### config.mk
export PLATFORM = sky130hd
export DESIGN_NAME = fan_curve_speed_controller_unit
export DESIGN_NICKNAME = d
export VERILOG_FILES = /design/src/fcsc_pkg.sv /design/src/fcsc_csr.sv /design/src/fcsc_ctrl.sv /design/src/fcsc_dp.sv /design/src/fan_curve_speed_controller_unit.sv
export SDC_FILE = /design/constraint.sdc
export NUM_CORES = 2
export LEC_CHECK = 0
export ABC_AREA = 0
export BUFFER_PORTS_ARGS = -buffer_cell sky130_fd_sc_hd__buf_2
export CORE_MARGIN = 1.5
export CORE_UTILIZATION = 52
export CTS_BUF_LIST = sky130_fd_sc_hd__clkbuf_4 sky130_fd_sc_hd__clkbuf_8 sky130_fd_sc_hd__clkbuf_16
export CTS_CLUSTER_DIAMETER = 100
export DETAILED_ROUTE_END_ITERATION = 7
export MAX_ROUTING_LAYER = met4
export PLACE_DENSITY = 0.66
export SLEW_MARGIN = 10
export SYNTH_ARGS = -nofsm -noshare
export SYNTH_HDL_FRONTEND = slang
export SYNTH_SLANG_ARGS = --single-unit
### constraint.sdc
create_clock -name clock -period 13.9 [get_ports clock]
set_input_delay 2.78 -clock clock [delete_from_list [all_inputs] [get_ports clock]]
set_output_delay 2.78 -clock clock [all_outputs]
set_load 0.005 [all_outputs]
### src/fcsc_pkg.sv
// Shared types, register map, constants and the cosine weight table of the fan curve controller.
package fcsc_pkg;

   localparam int MaxPointsDefault = 8;
   localparam int CsrAddrWidth     = 6;
   localparam int CsrDataWidth     = 64;

   localparam logic [2:0] REG_POINT_COUNT  = 3'd0;
   localparam logic [2:0] REG_CURVE_TEMPS  = 3'd1;
   localparam logic [2:0] REG_CURVE_SPEEDS = 3'd2;
   localparam logic [2:0] REG_AGGRESSIVE   = 3'd3;
   localparam logic [2:0] REG_COSINE       = 3'd4;
   localparam logic [2:0] REG_PWM_LOW      = 3'd5;
   localparam logic [2:0] REG_PWM_HIGH     = 3'd6;

   localparam logic [6:0] SpeedMax = 7'd100;

   localparam logic [18:0] Div1000Mult  = 19'd268436;
   localparam int          Div1000Shift = 28;
   localparam logic [12:0] LinDivMult   = 13'd5243;
   localparam int          LinDivShift  = 19;
   localparam logic [14:0] PwmDivMult   = 15'd20972;
   localparam int          PwmDivShift  = 21;

   localparam logic [63:0] PiQ30 = 64'd3373259426;
   localparam int          CosTableDepth = 128;
   localparam int          CosTableLast  = 100;
   localparam logic [63:0] TaylorDiv [1:7] = '{64'd6, 64'd20, 64'd42, 64'd72,
                                               64'd110, 64'd156, 64'd210};

   typedef enum logic [1:0] {
      ACT_TICK           = 2'd0,
      ACT_SET_OVERRIDE   = 2'd1,
      ACT_CLEAR_OVERRIDE = 2'd2
   } action_type;

   typedef enum logic [3:0] {
      ST_IDLE,
      ST_DISPATCH,
      ST_TMUL,
      ST_SEARCH,
      ST_PREP,
      ST_DIV,
      ST_BMUL,
      ST_BDIV,
      ST_UPDATE,
      ST_PMUL,
      ST_OUT
   } state_type;

   typedef struct packed {
      logic [3:0]  point_count;
      logic [63:0] curve_temps;
      logic [63:0] curve_speeds;
      logic        aggressive_mode;
      logic        cosine_mode;
      logic [7:0]  pwm_low;
      logic [7:0]  pwm_high;
   } cfg_type;

   typedef struct packed {
      logic latch_in;
      logic tmul;
      logic search;
      logic prep;
      logic div_step;
      logic bmul;
      logic bdiv;
      logic update;
      logic pmul;
      logic load_out;
   } cmd_type;

   typedef struct packed {
      logic curve_needed;
      logic direct;
      logic div_last;
   } status_type;

   typedef logic [16:0] cos_table_type [0:CosTableDepth-1];

   function automatic cos_table_type build_cos_table();
      cos_table_type tbl;
      logic [63:0]   x;
      logic [63:0]   term;
      logic [63:0]   sum;
      logic [63:0]   sq;
      for (int p = 0; p < CosTableDepth; p++) begin
         tbl[p] = '0;
      end
      for (int p = 0; p <= CosTableLast; p++) begin
         x    = (PiQ30 * 64'(p)) / 64'd200;
         term = x;
         sum  = x;
         for (int k = 1; k <= 7; k++) begin
            term = (((term * x) >> 30) * x) >> 30;
            term = term / TaylorDiv[k];
            if ((k % 2) == 1) begin
               sum = sum - term;
            end else begin
               sum = sum + term;
            end
         end
         sq     = sum * sum + (64'd1 << 43);
         tbl[p] = 17'(sq >> 44);
      end
      return tbl;
   endfunction

   localparam cos_table_type CosTable = build_cos_table();

   function automatic logic [7:0] byte_at(input logic [63:0] packed_val, input logic [2:0] idx);
      return packed_val[8*idx +: 8];
   endfunction

   function automatic logic [6:0] speed_at(input logic [63:0] packed_val, input logic [2:0] idx);
      logic [7:0] s;
      s = packed_val[8*idx +: 8];
      return (s > 8'(SpeedMax)) ? SpeedMax : s[6:0];
   endfunction

endpackage

### src/fcsc_csr.sv
// Configuration register file with an APB-style write and read port.
module fcsc_csr (
   input  logic                                 clock,
   input  logic                                 reset,
   input  logic                                 csr_psel,
   input  logic                                 csr_penable,
   input  logic                                 csr_pwrite,
   input  logic [fcsc_pkg::CsrAddrWidth-1:0]    csr_paddr,
   input  logic [fcsc_pkg::CsrDataWidth-1:0]    csr_pwdata,
   output logic [fcsc_pkg::CsrDataWidth-1:0]    csr_prdata,
   output logic                                 csr_pready,
   output fcsc_pkg::cfg_type                    cfg
);
   import fcsc_pkg::*;

   cfg_type    cfg_ff;
   cfg_type    cfg_in;
   logic       wr_en;
   logic [2:0] reg_idx;

   assign wr_en      = csr_psel && csr_penable && csr_pwrite;
   assign reg_idx    = csr_paddr[5:3];
   assign csr_pready = 1'b1;
   assign cfg        = cfg_ff;

   always_comb begin
      cfg_in = cfg_ff;
      if (wr_en) begin
         case (reg_idx)
            REG_POINT_COUNT:  cfg_in.point_count     = csr_pwdata[3:0];
            REG_CURVE_TEMPS:  cfg_in.curve_temps     = csr_pwdata;
            REG_CURVE_SPEEDS: cfg_in.curve_speeds    = csr_pwdata;
            REG_AGGRESSIVE:   cfg_in.aggressive_mode = csr_pwdata[0];
            REG_COSINE:       cfg_in.cosine_mode     = csr_pwdata[0];
            REG_PWM_LOW:      cfg_in.pwm_low         = csr_pwdata[7:0];
            REG_PWM_HIGH:     cfg_in.pwm_high        = csr_pwdata[7:0];
            default:          cfg_in = cfg_ff;
         endcase
      end
   end

   always_comb begin
      case (reg_idx)
         REG_POINT_COUNT:  csr_prdata = 64'(cfg_ff.point_count);
         REG_CURVE_TEMPS:  csr_prdata = cfg_ff.curve_temps;
         REG_CURVE_SPEEDS: csr_prdata = cfg_ff.curve_speeds;
         REG_AGGRESSIVE:   csr_prdata = 64'(cfg_ff.aggressive_mode);
         REG_COSINE:       csr_prdata = 64'(cfg_ff.cosine_mode);
         REG_PWM_LOW:      csr_prdata = 64'(cfg_ff.pwm_low);
         REG_PWM_HIGH:     csr_prdata = 64'(cfg_ff.pwm_high);
         default:          csr_prdata = '0;
      endcase
   end

   always_ff @(posedge clock) begin
      if (reset) begin
         cfg_ff.point_count     <= 4'd1;
         cfg_ff.curve_temps     <= '0;
         cfg_ff.curve_speeds    <= '0;
         cfg_ff.aggressive_mode <= 1'b0;
         cfg_ff.cosine_mode     <= 1'b0;
         cfg_ff.pwm_low         <= 8'd0;
         cfg_ff.pwm_high        <= 8'hFF;
      end else begin
         cfg_ff <= cfg_in;
      end
   end

endmodule

### src/fcsc_ctrl.sv
// Control state machine that sequences the datapath and owns both handshakes.
module fcsc_ctrl (
   input  logic                 clock,
   input  logic                 reset,
   input  logic                 req_valid,
   output logic                 req_ready,
   output logic                 rsp_valid,
   input  logic                 rsp_ready,
   input  fcsc_pkg::status_type status,
   output fcsc_pkg::cmd_type    cmd
);
   import fcsc_pkg::*;

   state_type state_ff;
   state_type state_in;
   logic      rsp_valid_ff;
   logic      rsp_valid_in;
   logic      slot_free;

   assign slot_free = !rsp_valid_ff || rsp_ready;
   assign req_ready = (state_ff == ST_IDLE);
   assign rsp_valid = rsp_valid_ff;

   always_comb begin
      state_in = state_ff;
      case (state_ff)
         ST_IDLE:     if (req_valid) state_in = ST_DISPATCH;
         ST_DISPATCH: state_in = status.curve_needed ? ST_TMUL : ST_UPDATE;
         ST_TMUL:     state_in = ST_SEARCH;
         ST_SEARCH:   state_in = status.direct ? ST_UPDATE : ST_PREP;
         ST_PREP:     state_in = ST_DIV;
         ST_DIV:      if (status.div_last) state_in = ST_BMUL;
         ST_BMUL:     state_in = ST_BDIV;
         ST_BDIV:     state_in = ST_UPDATE;
         ST_UPDATE:   state_in = ST_PMUL;
         ST_PMUL:     state_in = ST_OUT;
         ST_OUT:      if (slot_free) state_in = ST_IDLE;
         default:     state_in = ST_IDLE;
      endcase
   end

   always_comb begin
      cmd = '0;
      case (state_ff)
         ST_IDLE:   cmd.latch_in = req_valid;
         ST_TMUL:   cmd.tmul     = 1'b1;
         ST_SEARCH: cmd.search   = 1'b1;
         ST_PREP:   cmd.prep     = 1'b1;
         ST_DIV:    cmd.div_step = 1'b1;
         ST_BMUL:   cmd.bmul     = 1'b1;
         ST_BDIV:   cmd.bdiv     = 1'b1;
         ST_UPDATE: cmd.update   = 1'b1;
         ST_PMUL:   cmd.pmul     = 1'b1;
         ST_OUT:    cmd.load_out = slot_free;
         default:   cmd = '0;
      endcase
   end

   always_comb begin
      rsp_valid_in = rsp_valid_ff;
      if (cmd.load_out) begin
         rsp_valid_in = 1'b1;
      end else if (rsp_ready) begin
         rsp_valid_in = 1'b0;
      end
   end

   always_ff @(posedge clock) begin
      if (reset) begin
         state_ff     <= ST_IDLE;
         rsp_valid_ff <= 1'b0;
      end else begin
         state_ff     <= state_in;
         rsp_valid_ff <= rsp_valid_in;
      end
   end

endmodule

### src/fcsc_dp.sv
// Datapath: curve search, iterative percentage divider, interpolation, speed state and pwm scaling.
module fcsc_dp #(
   parameter int MaxPoints = fcsc_pkg::MaxPointsDefault
) (
   input  logic                 clock,
   input  logic                 reset,
   input  fcsc_pkg::cfg_type    cfg,
   input  fcsc_pkg::cmd_type    cmd,
   output fcsc_pkg::status_type status,
   input  logic [1:0]           req_action,
   input  logic [17:0]          req_temp_millideg,
   input  logic [6:0]           req_override_pct,
   input  logic                 req_override_detached,
   input  logic                 req_owner_alive,
   output logic                 rsp_pwm_write,
   output logic [7:0]           rsp_pwm_value,
   output logic [6:0]           rsp_speed_now,
   output logic                 rsp_override_on
);
   import fcsc_pkg::*;

   logic [1:0]  action_ff;
   logic [17:0] temp_ff;
   logic [6:0]  ovr_pct_ff;
   logic        detached_ff;
   logic        alive_ff;

   logic [7:0]  t_ff,      t_in;
   logic [6:0]  res_ff,    res_in;
   logic [7:0]  lo_ff,     lo_in;
   logic [7:0]  hi_ff,     hi_in;
   logic [6:0]  a_ff,      a_in;
   logic [6:0]  b_ff,      b_in;
   logic [14:0] rem_ff,    rem_in;
   logic [14:0] dsh_ff,    dsh_in;
   logic [6:0]  quo_ff,    quo_in;
   logic [2:0]  cnt_ff,    cnt_in;
   logic [23:0] prod_ff,   prod_in;
   logic        neg_ff,    neg_in;
   logic [14:0] pprod_ff,  pprod_in;

   logic [6:0]  last_ff,   last_in;
   logic        lvalid_ff, lvalid_in;
   logic        ovr_ff,    ovr_in;
   logic        noown_ff,  noown_in;
   logic        wrote_ff,  wrote_in;

   logic        out_write_ff;
   logic [7:0]  out_pwm_ff;
   logic [6:0]  out_speed_ff;
   logic        out_ovr_ff;

   logic [36:0] t_prod;
   logic [8:0]  t_full;
   logic [3:0]  n_eff;
   logic [2:0]  last_idx;
   logic [2:0]  idx;
   logic        found;
   logic        below0;
   logic        use_first;
   logic        direct;
   logic [6:0]  mag;
   logic [16:0] weight;
   logic [26:0] lin_prod;
   logic [6:0]  q;
   logic [6:0]  ovr_sat;
   logic [6:0]  speed_cur;
   logic [7:0]  span;
   logic [29:0] pwm_full;

   // Tick temperature in degrees by reciprocal multiplication, saturated at 255.
   assign t_prod = 37'(temp_ff) * 37'(Div1000Mult);
   assign t_full = t_prod[Div1000Shift +: 9];

   always_comb begin
      if (cfg.point_count == 4'd0) begin
         n_eff = 4'd1;
      end else if (cfg.point_count > 4'(MaxPoints)) begin
         n_eff = 4'(MaxPoints);
      end else begin
         n_eff = cfg.point_count;
      end
      last_idx = 3'(n_eff - 4'd1);
      idx      = last_idx;
      found    = 1'b0;
      for (int i = 0; i < MaxPoints - 1; i++) begin
         if (!found && (4'(i + 1) < n_eff) &&
             (t_ff < byte_at(cfg.curve_temps, 3'(i + 1)))) begin
            idx   = 3'(i);
            found = 1'b1;
         end
      end
      below0    = t_ff < byte_at(cfg.curve_temps, 3'd0);
      use_first = below0 || (cfg.aggressive_mode && (idx == 3'd0));
      direct    = use_first || (idx == last_idx);
   end

   assign status.curve_needed = (action_ff == ACT_TICK) && !ovr_ff;
   assign status.direct       = direct;
   assign status.div_last     = (cnt_ff == 3'd0);

   assign mag      = neg_ff ? (a_ff - b_ff) : (b_ff - a_ff);
   assign weight   = cfg.cosine_mode ? CosTable[quo_ff] : 17'(quo_ff);
   assign lin_prod = 27'(prod_ff[13:0]) * 27'(LinDivMult);
   assign q        = cfg.cosine_mode ? 7'(prod_ff >> 16) : 7'(lin_prod >> LinDivShift);
   assign ovr_sat  = (ovr_pct_ff > SpeedMax) ? SpeedMax : ovr_pct_ff;

   assign speed_cur = lvalid_ff ? last_ff : 7'd0;
   assign span      = (cfg.pwm_high >= cfg.pwm_low) ? (cfg.pwm_high - cfg.pwm_low) : 8'd0;
   assign pwm_full  = 30'(pprod_ff) * 30'(PwmDivMult);

   always_comb begin
      t_in     = t_ff;
      res_in   = res_ff;
      lo_in    = lo_ff;
      hi_in    = hi_ff;
      a_in     = a_ff;
      b_in     = b_ff;
      rem_in   = rem_ff;
      dsh_in   = dsh_ff;
      quo_in   = quo_ff;
      cnt_in   = cnt_ff;
      prod_in  = prod_ff;
      neg_in   = neg_ff;
      pprod_in = pprod_ff;
      if (cmd.tmul) begin
         t_in = (t_full > 9'd255) ? 8'd255 : t_full[7:0];
      end
      if (cmd.search) begin
         res_in = use_first ? speed_at(cfg.curve_speeds, 3'd0)
                            : speed_at(cfg.curve_speeds, last_idx);
         lo_in  = byte_at(cfg.curve_temps, idx);
         hi_in  = byte_at(cfg.curve_temps, idx + 3'd1);
         a_in   = speed_at(cfg.curve_speeds, idx);
         b_in   = speed_at(cfg.curve_speeds, idx + 3'd1);
      end
      if (cmd.prep) begin
         rem_in = 15'(t_ff - lo_ff) * 15'd100;
         dsh_in = 15'(hi_ff - lo_ff) << 6;
         quo_in = 7'd0;
         cnt_in = 3'd6;
      end
      if (cmd.div_step) begin
         if (rem_ff >= dsh_ff) begin
            rem_in = rem_ff - dsh_ff;
            quo_in = {quo_ff[5:0], 1'b1};
         end else begin
            quo_in = {quo_ff[5:0], 1'b0};
         end
         dsh_in = dsh_ff >> 1;
         cnt_in = cnt_ff - 3'd1;
      end
      if (cmd.bmul) begin
         prod_in = 24'(mag) * 24'(weight);
      end
      if (cmd.bdiv) begin
         res_in = neg_ff ? (a_ff - q) : (a_ff + q);
      end
      if (cmd.search) begin
         neg_in = speed_at(cfg.curve_speeds, idx + 3'd1) < speed_at(cfg.curve_speeds, idx);
      end
      if (cmd.pmul) begin
         pprod_in = 15'(speed_cur) * 15'(span);
      end
   end

   always_comb begin
      last_in   = last_ff;
      lvalid_in = lvalid_ff;
      ovr_in    = ovr_ff;
      noown_in  = noown_ff;
      wrote_in  = wrote_ff;
      if (cmd.update) begin
         wrote_in = 1'b0;
         case (action_ff)
            ACT_TICK: begin
               if (ovr_ff) begin
                  if (!noown_ff && !alive_ff) begin
                     ovr_in   = 1'b0;
                     noown_in = 1'b0;
                  end
               end else begin
                  wrote_in  = !(lvalid_ff && (last_ff == res_ff));
                  last_in   = res_ff;
                  lvalid_in = 1'b1;
               end
            end
            ACT_SET_OVERRIDE: begin
               ovr_in    = 1'b1;
               noown_in  = detached_ff;
               wrote_in  = !(lvalid_ff && (last_ff == ovr_sat));
               last_in   = ovr_sat;
               lvalid_in = 1'b1;
            end
            ACT_CLEAR_OVERRIDE: begin
               ovr_in   = 1'b0;
               noown_in = 1'b0;
            end
            default: wrote_in = 1'b0;
         endcase
      end
   end

   always_ff @(posedge clock) begin
      if (cmd.latch_in) begin
         action_ff   <= req_action;
         temp_ff     <= req_temp_millideg;
         ovr_pct_ff  <= req_override_pct;
         detached_ff <= req_override_detached;
         alive_ff    <= req_owner_alive;
      end
      t_ff     <= t_in;
      res_ff   <= res_in;
      lo_ff    <= lo_in;
      hi_ff    <= hi_in;
      a_ff     <= a_in;
      b_ff     <= b_in;
      rem_ff   <= rem_in;
      dsh_ff   <= dsh_in;
      quo_ff   <= quo_in;
      cnt_ff   <= cnt_in;
      prod_ff  <= prod_in;
      neg_ff   <= neg_in;
      pprod_ff <= pprod_in;
      wrote_ff <= wrote_in;
      if (cmd.load_out) begin
         out_write_ff <= wrote_ff;
         out_pwm_ff   <= 8'(pwm_full >> PwmDivShift);
         out_speed_ff <= speed_cur;
         out_ovr_ff   <= ovr_ff;
      end
   end

   always_ff @(posedge clock) begin
      if (reset) begin
         last_ff   <= 7'd0;
         lvalid_ff <= 1'b0;
         ovr_ff    <= 1'b0;
         noown_ff  <= 1'b0;
      end else begin
         last_ff   <= last_in;
         lvalid_ff <= lvalid_in;
         ovr_ff    <= ovr_in;
         noown_ff  <= noown_in;
      end
   end

   assign rsp_pwm_write   = out_write_ff;
   assign rsp_pwm_value   = out_pwm_ff;
   assign rsp_speed_now   = out_speed_ff;
   assign rsp_override_on = out_ovr_ff;

endmodule

### src/fan_curve_speed_controller_unit.sv
// Top level of the fan curve speed controller: register file, controller and datapath.
//
// Items enter on the req_ channel (valid/ready) and each one yields exactly one
// item on the rsp_ channel. A tick item turns a temperature into a fan speed
// through the configured curve, a set item pins an override speed and a clear
// item releases it. The user must program the curve through the csr_ port only
// while the block is idle; the block itself does not enforce this. Writes complete
// in the APB access cycle with no wait. An interpolating tick runs through
// dispatch, a reciprocal multiply, the segment search, divider setup, seven steps
// of the restoring divider, the blend multiply and divide, the speed update, the
// pwm multiply and output load. A tick that lands below the first point, on an
// aggressive first segment or at or past the last point skips the divider and the
// blend; a tick under an override and every other item go from dispatch to the
// speed update. One item is in flight at a time: req_ready rises at the edge that
// loads the output register. The output register lets the next item be accepted
// while a result waits; if the receiver still stalls when that next result is done,
// the controller holds it until the output register frees up.
// Reset clears the speed and override state and loads the register defaults.
module fan_curve_speed_controller_unit #(
   parameter int MaxPoints = fcsc_pkg::MaxPointsDefault
) (
   input  logic                              clock,
   input  logic                              reset,
   input  logic                              req_valid,
   output logic                              req_ready,
   input  logic [1:0]                        req_action,
   input  logic [17:0]                       req_temp_millideg,
   input  logic [6:0]                        req_override_pct,
   input  logic                              req_override_detached,
   input  logic                              req_owner_alive,
   output logic                              rsp_valid,
   input  logic                              rsp_ready,
   output logic                              rsp_pwm_write,
   output logic [7:0]                        rsp_pwm_value,
   output logic [6:0]                        rsp_speed_now,
   output logic                              rsp_override_on,
   input  logic                              csr_psel,
   input  logic                              csr_penable,
   input  logic                              csr_pwrite,
   input  logic [fcsc_pkg::CsrAddrWidth-1:0] csr_paddr,
   input  logic [fcsc_pkg::CsrDataWidth-1:0] csr_pwdata,
   output logic [fcsc_pkg::CsrDataWidth-1:0] csr_prdata,
   output logic                              csr_pready
);
   import fcsc_pkg::*;

   cfg_type    cfg;
   cmd_type    cmd;
   status_type status;

   fcsc_csr u_csr (
      .clock       (clock),
      .reset       (reset),
      .csr_psel    (csr_psel),
      .csr_penable (csr_penable),
      .csr_pwrite  (csr_pwrite),
      .csr_paddr   (csr_paddr),
      .csr_pwdata  (csr_pwdata),
      .csr_prdata  (csr_prdata),
      .csr_pready  (csr_pready),
      .cfg         (cfg)
   );

   fcsc_ctrl u_ctrl (
      .clock     (clock),
      .reset     (reset),
      .req_valid (req_valid),
      .req_ready (req_ready),
      .rsp_valid (rsp_valid),
      .rsp_ready (rsp_ready),
      .status    (status),
      .cmd       (cmd)
   );

   fcsc_dp #(
      .MaxPoints (MaxPoints)
   ) u_dp (
      .clock                 (clock),
      .reset                 (reset),
      .cfg                   (cfg),
      .cmd                   (cmd),
      .status                (status),
      .req_action            (req_action),
      .req_temp_millideg     (req_temp_millideg),
      .req_override_pct      (req_override_pct),
      .req_override_detached (req_override_detached),
      .req_owner_alive       (req_owner_alive),
      .rsp_pwm_write         (rsp_pwm_write),
      .rsp_pwm_value         (rsp_pwm_value),
      .rsp_speed_now         (rsp_speed_now),
      .rsp_override_on       (rsp_override_on)
   );

endmodule

## Word level (Yosys, flattened, before mapping)

Memory sizes are Yosys's and may differ from the RTL's.
Index checks and enable logic that the tools add are counted.

- ROM bits: 2176
- Memories: 1
- Bits of input ports: 106
- Logic and storage cells: 243
- Flip-flop bits (word level): 336

- Multiplexer cells: 72
- Add/sub/neg operators: 11
- Reduce and logical (&&, ||, !) cells: 57
- Equal/unequal tests: 27
- Shifts and indexed selects: 5
- Bitwise gates (word level): 1
- Order comparisons: 26
- $mul: 6

Memory list:

| memory | words | bits a word | rd ports | clocked after memory_dff | write ports | RTL line | text |
|---|---|---|---|---|---|---|---|
| (no name shown) | 128 | 17 | 1 | 0 | 0 | fcsc_dp.sv:103 | `assign weight = cfg.cosine_mode ? CosTable[quo_ff] : 17'(quo_ff);` |

Operators by type and width:

| cell | count |
|---|---|
| case mux 64 bit (7 select lines) | 1 |
| indexed part select 64 x 7 -> 8 bit | 5 |
| two-way mux 7 bit | 15 |
| < comparator 8 bit | 8 |
| two-way mux 17 bit | 3 |
| two-way mux 15 bit | 3 |
| case mux 4 bit (11 select lines) | 1 |
| multiplier 18 x 17 -> 35 bit (second input constant) | 1 |
| > comparator 8 x 7 -> 1 bit (second input constant) | 4 |
| two-way mux 14 bit | 2 |
| two-way mux 4 bit | 7 |
| multiplier 15 x 13 -> 27 bit (second input constant) | 1 |
| two-way mux 3 bit | 9 |
| multiplier 14 x 13 -> 26 bit (second input constant) | 1 |
| two-way mux 1 bit | 25 |
| multiplier 7 x 17 -> 23 bit | 1 |
| subtractor 7 bit | 3 |
| logical AND 1 bit | 20 |
| subtractor 8 x 8 -> 9 bit | 2 |
| equality test 4 x 3 -> 1 bit (second input constant) | 4 |
| < comparator 3 x 4 -> 1 bit (first input constant) | 4 |
| AND reduction 2 bit | 8 |
| greater-or-equal comparator 15 bit | 1 |
| multiplier 15 x 5 -> 13 bit (second input constant) | 1 |
| other kinds (40) | 75 |

## Logic depth before layout (Yosys ltp)

- Depth after elaboration: 36
- Depth in mapped cells: 34

## Cells and area by module

A second synthesis with hierarchy kept.

- Cells, all modules: 4160
- Area total of the unflattened synthesis: 39091.2 um2

By module, submodules not included:

| module | area an instance (um2) | cells an instance | seq. area each (um2) | times used |
|---|---|---|---|---|
| fcsc_dp | 31619.1 | 3419 | 5114.9 | 1 |
| fcsc_csr | 7039.3 | 686 | 3002.9 | 1 |
| fcsc_ctrl | 432.9 | 55 | 100.1 | 1 |

## Least setup slack after synthesis

OpenSTA, ideal clock, no wires.

- Kind: register to register
- Start: register u_dp.quo_ff[0]
- End: register u_dp.prod_ff[22] (data pin)
- Arrival time: 6.908 ns
- Required time: 13.634 ns
- Stages on the path, launching flop included: 30
- Path slack: 6.727 ns
- Cells stage by stage: edfxtp_1 clkbuf_1 inv_1 clkbuf_1 ha_1 and2_1 a21o_1 a221oi_1 nor2_1 mux4_2 a22oi_1 inv_1 nand2_1 fa_1 fa_1 fa_1 inv_1 fa_1 ha_1 inv_1 o21bai_1 a21oi_1 o21ai_0 a211oi_1 o211ai_1 a31oi_1 nor2b_1 o21a_1 o41ai_1 xnor2_1

- Longest elaborated chain between the ends: 6

RTL lines:

| what | RTL line | text |
|---|---|---|
| start, declared | fcsc_dp.sv:36 | `logic [6:0] quo_ff, quo_in;` |
| start signal, assigned | fcsc_dp.sv:220 | `quo_ff <= quo_in;` |
| inverter 7 -> 8 bit (not written as such) | fcsc_dp.sv:103 |  |
| memory (128 x 17 bit) | -- |  |
| two-way mux 17 bit (not written as such) (2 in a row) | fcsc_dp.sv:103 |  |
| two-way mux 17 bit * | fcsc_dp.sv:103 |  |
| multiplier 7 x 17 -> 23 bit * | fcsc_dp.sv:154 | `prod_in = 24'(mag) * 24'(weight);` |
| end signal, assigned | fcsc_dp.sv:222 | `prod_ff <= prod_in;` |
| end, declared | fcsc_dp.sv:38 | `logic [23:0] prod_ff, prod_in;` |

Mark *: on every way between the ends. The rest lies on a longest branch, timed or not. The select of a mux whose other input is x is not followed.
A chain may end at the register's enable or synchronous reset.

## Final worst setup path

- Start: register u_dp.quo_ff[1]
- End: register u_dp.prod_ff[22] (data pin)

The elaborated chain is that of the path after synthesis.

==> results by group <==
Power
  – Flop pwr share: 0.335
  – Peak supply drop: 0.148 mV
  – Internal: 2.20 mW
  – Comb power frac: 0.326
  – Total power: 3.28 mW
  – Switching Fraction: 0.330
  – Pwr Density: 80.6 nW/um^2
  – Psw: 1.08 mW
  – Leak: 19.1 nW
  – Clock power share: 0.339

STA
  – Rel. slew slack: 0.274
  – Tcrit/Tclk final: 0.632
  – # setup viols final: 0
  – Worst Skew: 0.0393 ns
  – Hold slack: 0.458 ns
  – Fin. Hold Viols: 0
  – Unrepaired setup endpoints after global routing: false
  – TNS Setup: 0 ns
  – Max-slew violations: 0
  – Clock period minus worst slack: 8.78 ns
  – Max Clock Freq: 114 MHz
  – Worst slew pin tran: 1.08 ns

Detailed routing
  – ANT nets after route: 0
  – Routed WL: 104,000 um
  – Vias/cell: 5.72
  – Detailed-route DRC error count: 0
  – Initial DRC count: 2,317
  – Wire per inst: 19.8 um
  – DRT Pass-1 Iters: 6
  – Via count: 30,100

Floorplan
  – DIE AREA: 73,900 sq um
  – Core ar.: 71,500 sq um
  – Chip Height: 272 um
  – Chip Width: 272 um
  – Row count: 98
  – Io pins: 190
  – Initial Utilization: 0.526

Synth
  – Net Count, Synth: 5,159
  – Number of flops mapped to enable cells by yosys: 153
  – Post-Synthesis Cells: 4,185
  – Synthesized flop and latch total: 334
  – Async set-reset flop share out of synthesis: 0
  – Register area share after synthesis: 0.219
  – Mean post-synth cell area: 8.98 sq um
  – Post-synth top area share: 0.191
  – Mapped Area: 37,600 sq um
  – Cell variety after synth: 91
  – Synth warnings: 0
  – Area leader, netlist: ha_1
  – Top_reg_cell synth: dfxtp_1
  – Synth area leaders: ha_1 (19%), fa_1 (16%), edfxtp_1 (12%)

Clocking
  – CTS-repair resized insts: 0
  – CTS tree: yes
  – Clock Latency Late Sink: 0.59 ns
  – Clk sink count: 334
  – Postcts setup bufs: 0
  – Htree depth: 2
  – Root Driver: clkbuf_16
  – Worst-path clk slew: 0.06 ns
  – TritonCTS Buffers: 41
  – Post-CTS Hold Buffers: 0
  – Clk buf depth: 3

Setup path
  – Worst-path cell with the longest stage delay: edfxtp_1
  – Worst path max stage delay: 0.88 ns
  – Endpoint type of the worst setup path: flop
  – Max FO, Critical Path: 18
  – Data arrival, critical path: 9.09 ns
  – Crit path required time: 14.21 ns
  – CP Launch Type: flop
  – Crit Path Class: flop to flop

Worst hold path
  – Min-Delay Path Class: flop to flop

Layout
  – Final Non-Filler Cells: 5,257
  – Fill cells: 6,538
  – Area added between synthesis and finish: 8.37%
  – Cell area after layout: 40,700 sq um
  – Share of cells above drive strength 1: 0.0916
  – Final #Nets: 5,245
  – Multi-input gate area: 26,400 sq um
  – Storage element area: 8220 sq um

GRT
  – Total gr overflow: 0
  – Maximum number of pins on one net before global-route repair: 89
  – Vias in the first global route: 30,200
  – First-pass GRT wire length: 166,000 um
  – Total track usage: 0.294
  – Initial antenna violation count: 5

Flow run
  – Max Cap Viol: 0

Placed design
  – GPL Wtd Cong: 0.967
  – Dpl hpwl: 81,000 um
  – Area post-placement: 39,300 sq um
  – Placed cell count: 5,178
  – I/O Buffers: 185

Outcome
  – Status: finished clean
[per-layer routing]
| metal | part of all wire | vias up | GRT usage |
|---|---|---|---|
| met2 | 0.47 | 968 | 0.474 |
| met5 | 0 | - | - |
| met4 | 0.047 | 0 | 0.124 |
| li1 | - | 14400 | - |
| met1 | 0.43 | 14500 | 0.376 |
| met3 | 0.051 | 217 | 0.0309 |
[power groups by stage]
stage	registers (mW)	clock network, mW	logic, mW
after floorplan	1.10	0	0.820
after CTS	1.10	1.13	1.09
after global placement	1.12	0	1.05
after global routing	1.10	1.16	1.26
final	1.10	1.11	1.07
after detailed placement	1.12	0	1.08
[flip-flops by register name, indices dropped and copies added (netlist names), 15 cells and up]
| name | flops |
|---|---|
| u_dp.pprod_ff | 15 |
| u_csr.cfg | 150 |
| u_dp.dsh_ff | 15 |
| u_dp.prod_ff | 21 |
| u_dp.temp_ff | 18 |
| u_dp.rem_ff | 15 |
[area by class of cell]
class                   count  area share
multi-input cells        3043       0.647
flip-flops and latches    334       0.202
inverters                 634      0.0584
clock buffers              56      0.0298
well taps                 950      0.0292
repair buffers            217      0.0287
clock inverters            19     0.00479
diodes                      4    0.000246
[logic make-up after synthesis]
kind of cell | Yosys count | share of synthesized area
AND/OR/NAND/NOR | 1082 | 0.126
adder cells (fa/ha/maj) | 868 | 0.347
AO/OA/AOI/OAI | 820 | 0.143
buffers and inverters | 808 | 0.0817
flip-flops | 334 | 0.219
multiplexers | 143 | 0.0530
XOR/XNOR | 129 | 0.0300
other | 1 | 0.0000997
[worst max-delay path, delay by kind of cell (launching register included)]
| family | cells | cell delay (ns) |
|---|---|---|
| buffers and inverters | 4 | 0.75 |
| multiplexers | 1 | 0.51 |
| AO/OA/AOI/OAI | 11 | 2.82 |
| flip-flops | 1 | 0.88 |
| adder cells (fa/ha/maj) | 6 | 2.82 |
| XOR/XNOR | 1 | 0.11 |
| AND/OR/NAND/NOR | 4 | 0.62 |
[cell usage in the layout (no fill, tap or decap), types with 35 or more instances in the layout]
| master | n |
|---|---|
| mux4_2 | 44 |
| fa_1 | 293 |
| buf_2 | 184 |
| o21ai_0 | 133 |
| inv_1 | 629 |
| xnor2_1 | 94 |
| a22o_1 | 56 |
| xor2_1 | 35 |
| nor2b_1 | 46 |
| nand2_1 | 550 |
| dfxtp_1 | 181 |
| nor2_1 | 225 |
| a21oi_1 | 279 |
| edfxtp_1 | 153 |
| nand2b_1 | 50 |
| clkbuf_16 | 45 |
| nor3_1 | 57 |
| nand3_1 | 47 |
| a211oi_1 | 41 |
| ha_1 | 575 |
| a21o_1 | 67 |
| mux2i_1 | 89 |
[synth_stat cells, types with 17 or more instances]
cell and count:
inv_1 629, ha_1 575, nand2_1 553, fa_1 293
a21oi_1 279, nor2_1 226, dfxtp_1 181, edfxtp_1 153
clkbuf_1 138, o21ai_0 133, xnor2_1 94, mux2i_1 89
a21o_1 67, nor3_1 59, a22o_1 56, nand2b_1 50
nor2b_1 48, nand3_1 47, mux4_2 44, a211oi_1 41
xor2_1 35, o211ai_1 28, a221oi_1 25, a31oi_1 22
and2_1 22, buf_1 20, o21bai_1 18, and3_1 17
[worst paths after layout]
check / slack (ns) / endpoint / cells past startpoint / start
setup / recovery: 5.12 / u_dp.prod_ff[22]$_DFFE_PP_ / 27 / u_dp.quo_ff[1]$_SDFFCE_PN0P_
hold / removal: 0.46 / u_dp.rem_ff[0]$_DFF_P_ / 2 / u_dp.rem_ff[0]$_DFF_P_
setup reg to reg: 5.12 / u_dp.prod_ff[22]$_DFFE_PP_ / 27 / u_dp.quo_ff[1]$_SDFFCE_PN0P_
hold reg to reg: 0.46 / u_dp.rem_ff[0]$_DFF_P_ / 2 / u_dp.rem_ff[0]$_DFF_P_
[metrics by stage]
| step | setup WS [ns] | util |
|---|---|---|
| finish | 5.12 | 0.570 |
| CTS | 5.22 | 0.570 |
| detailed placement | 5.26 | 0.550 |
| global placement | 5.34 | 0.550 |
| floorplan | 6.73 | - |
| global route | 4.49 | 0.570 |
Power figures use the tool's default switching activity.
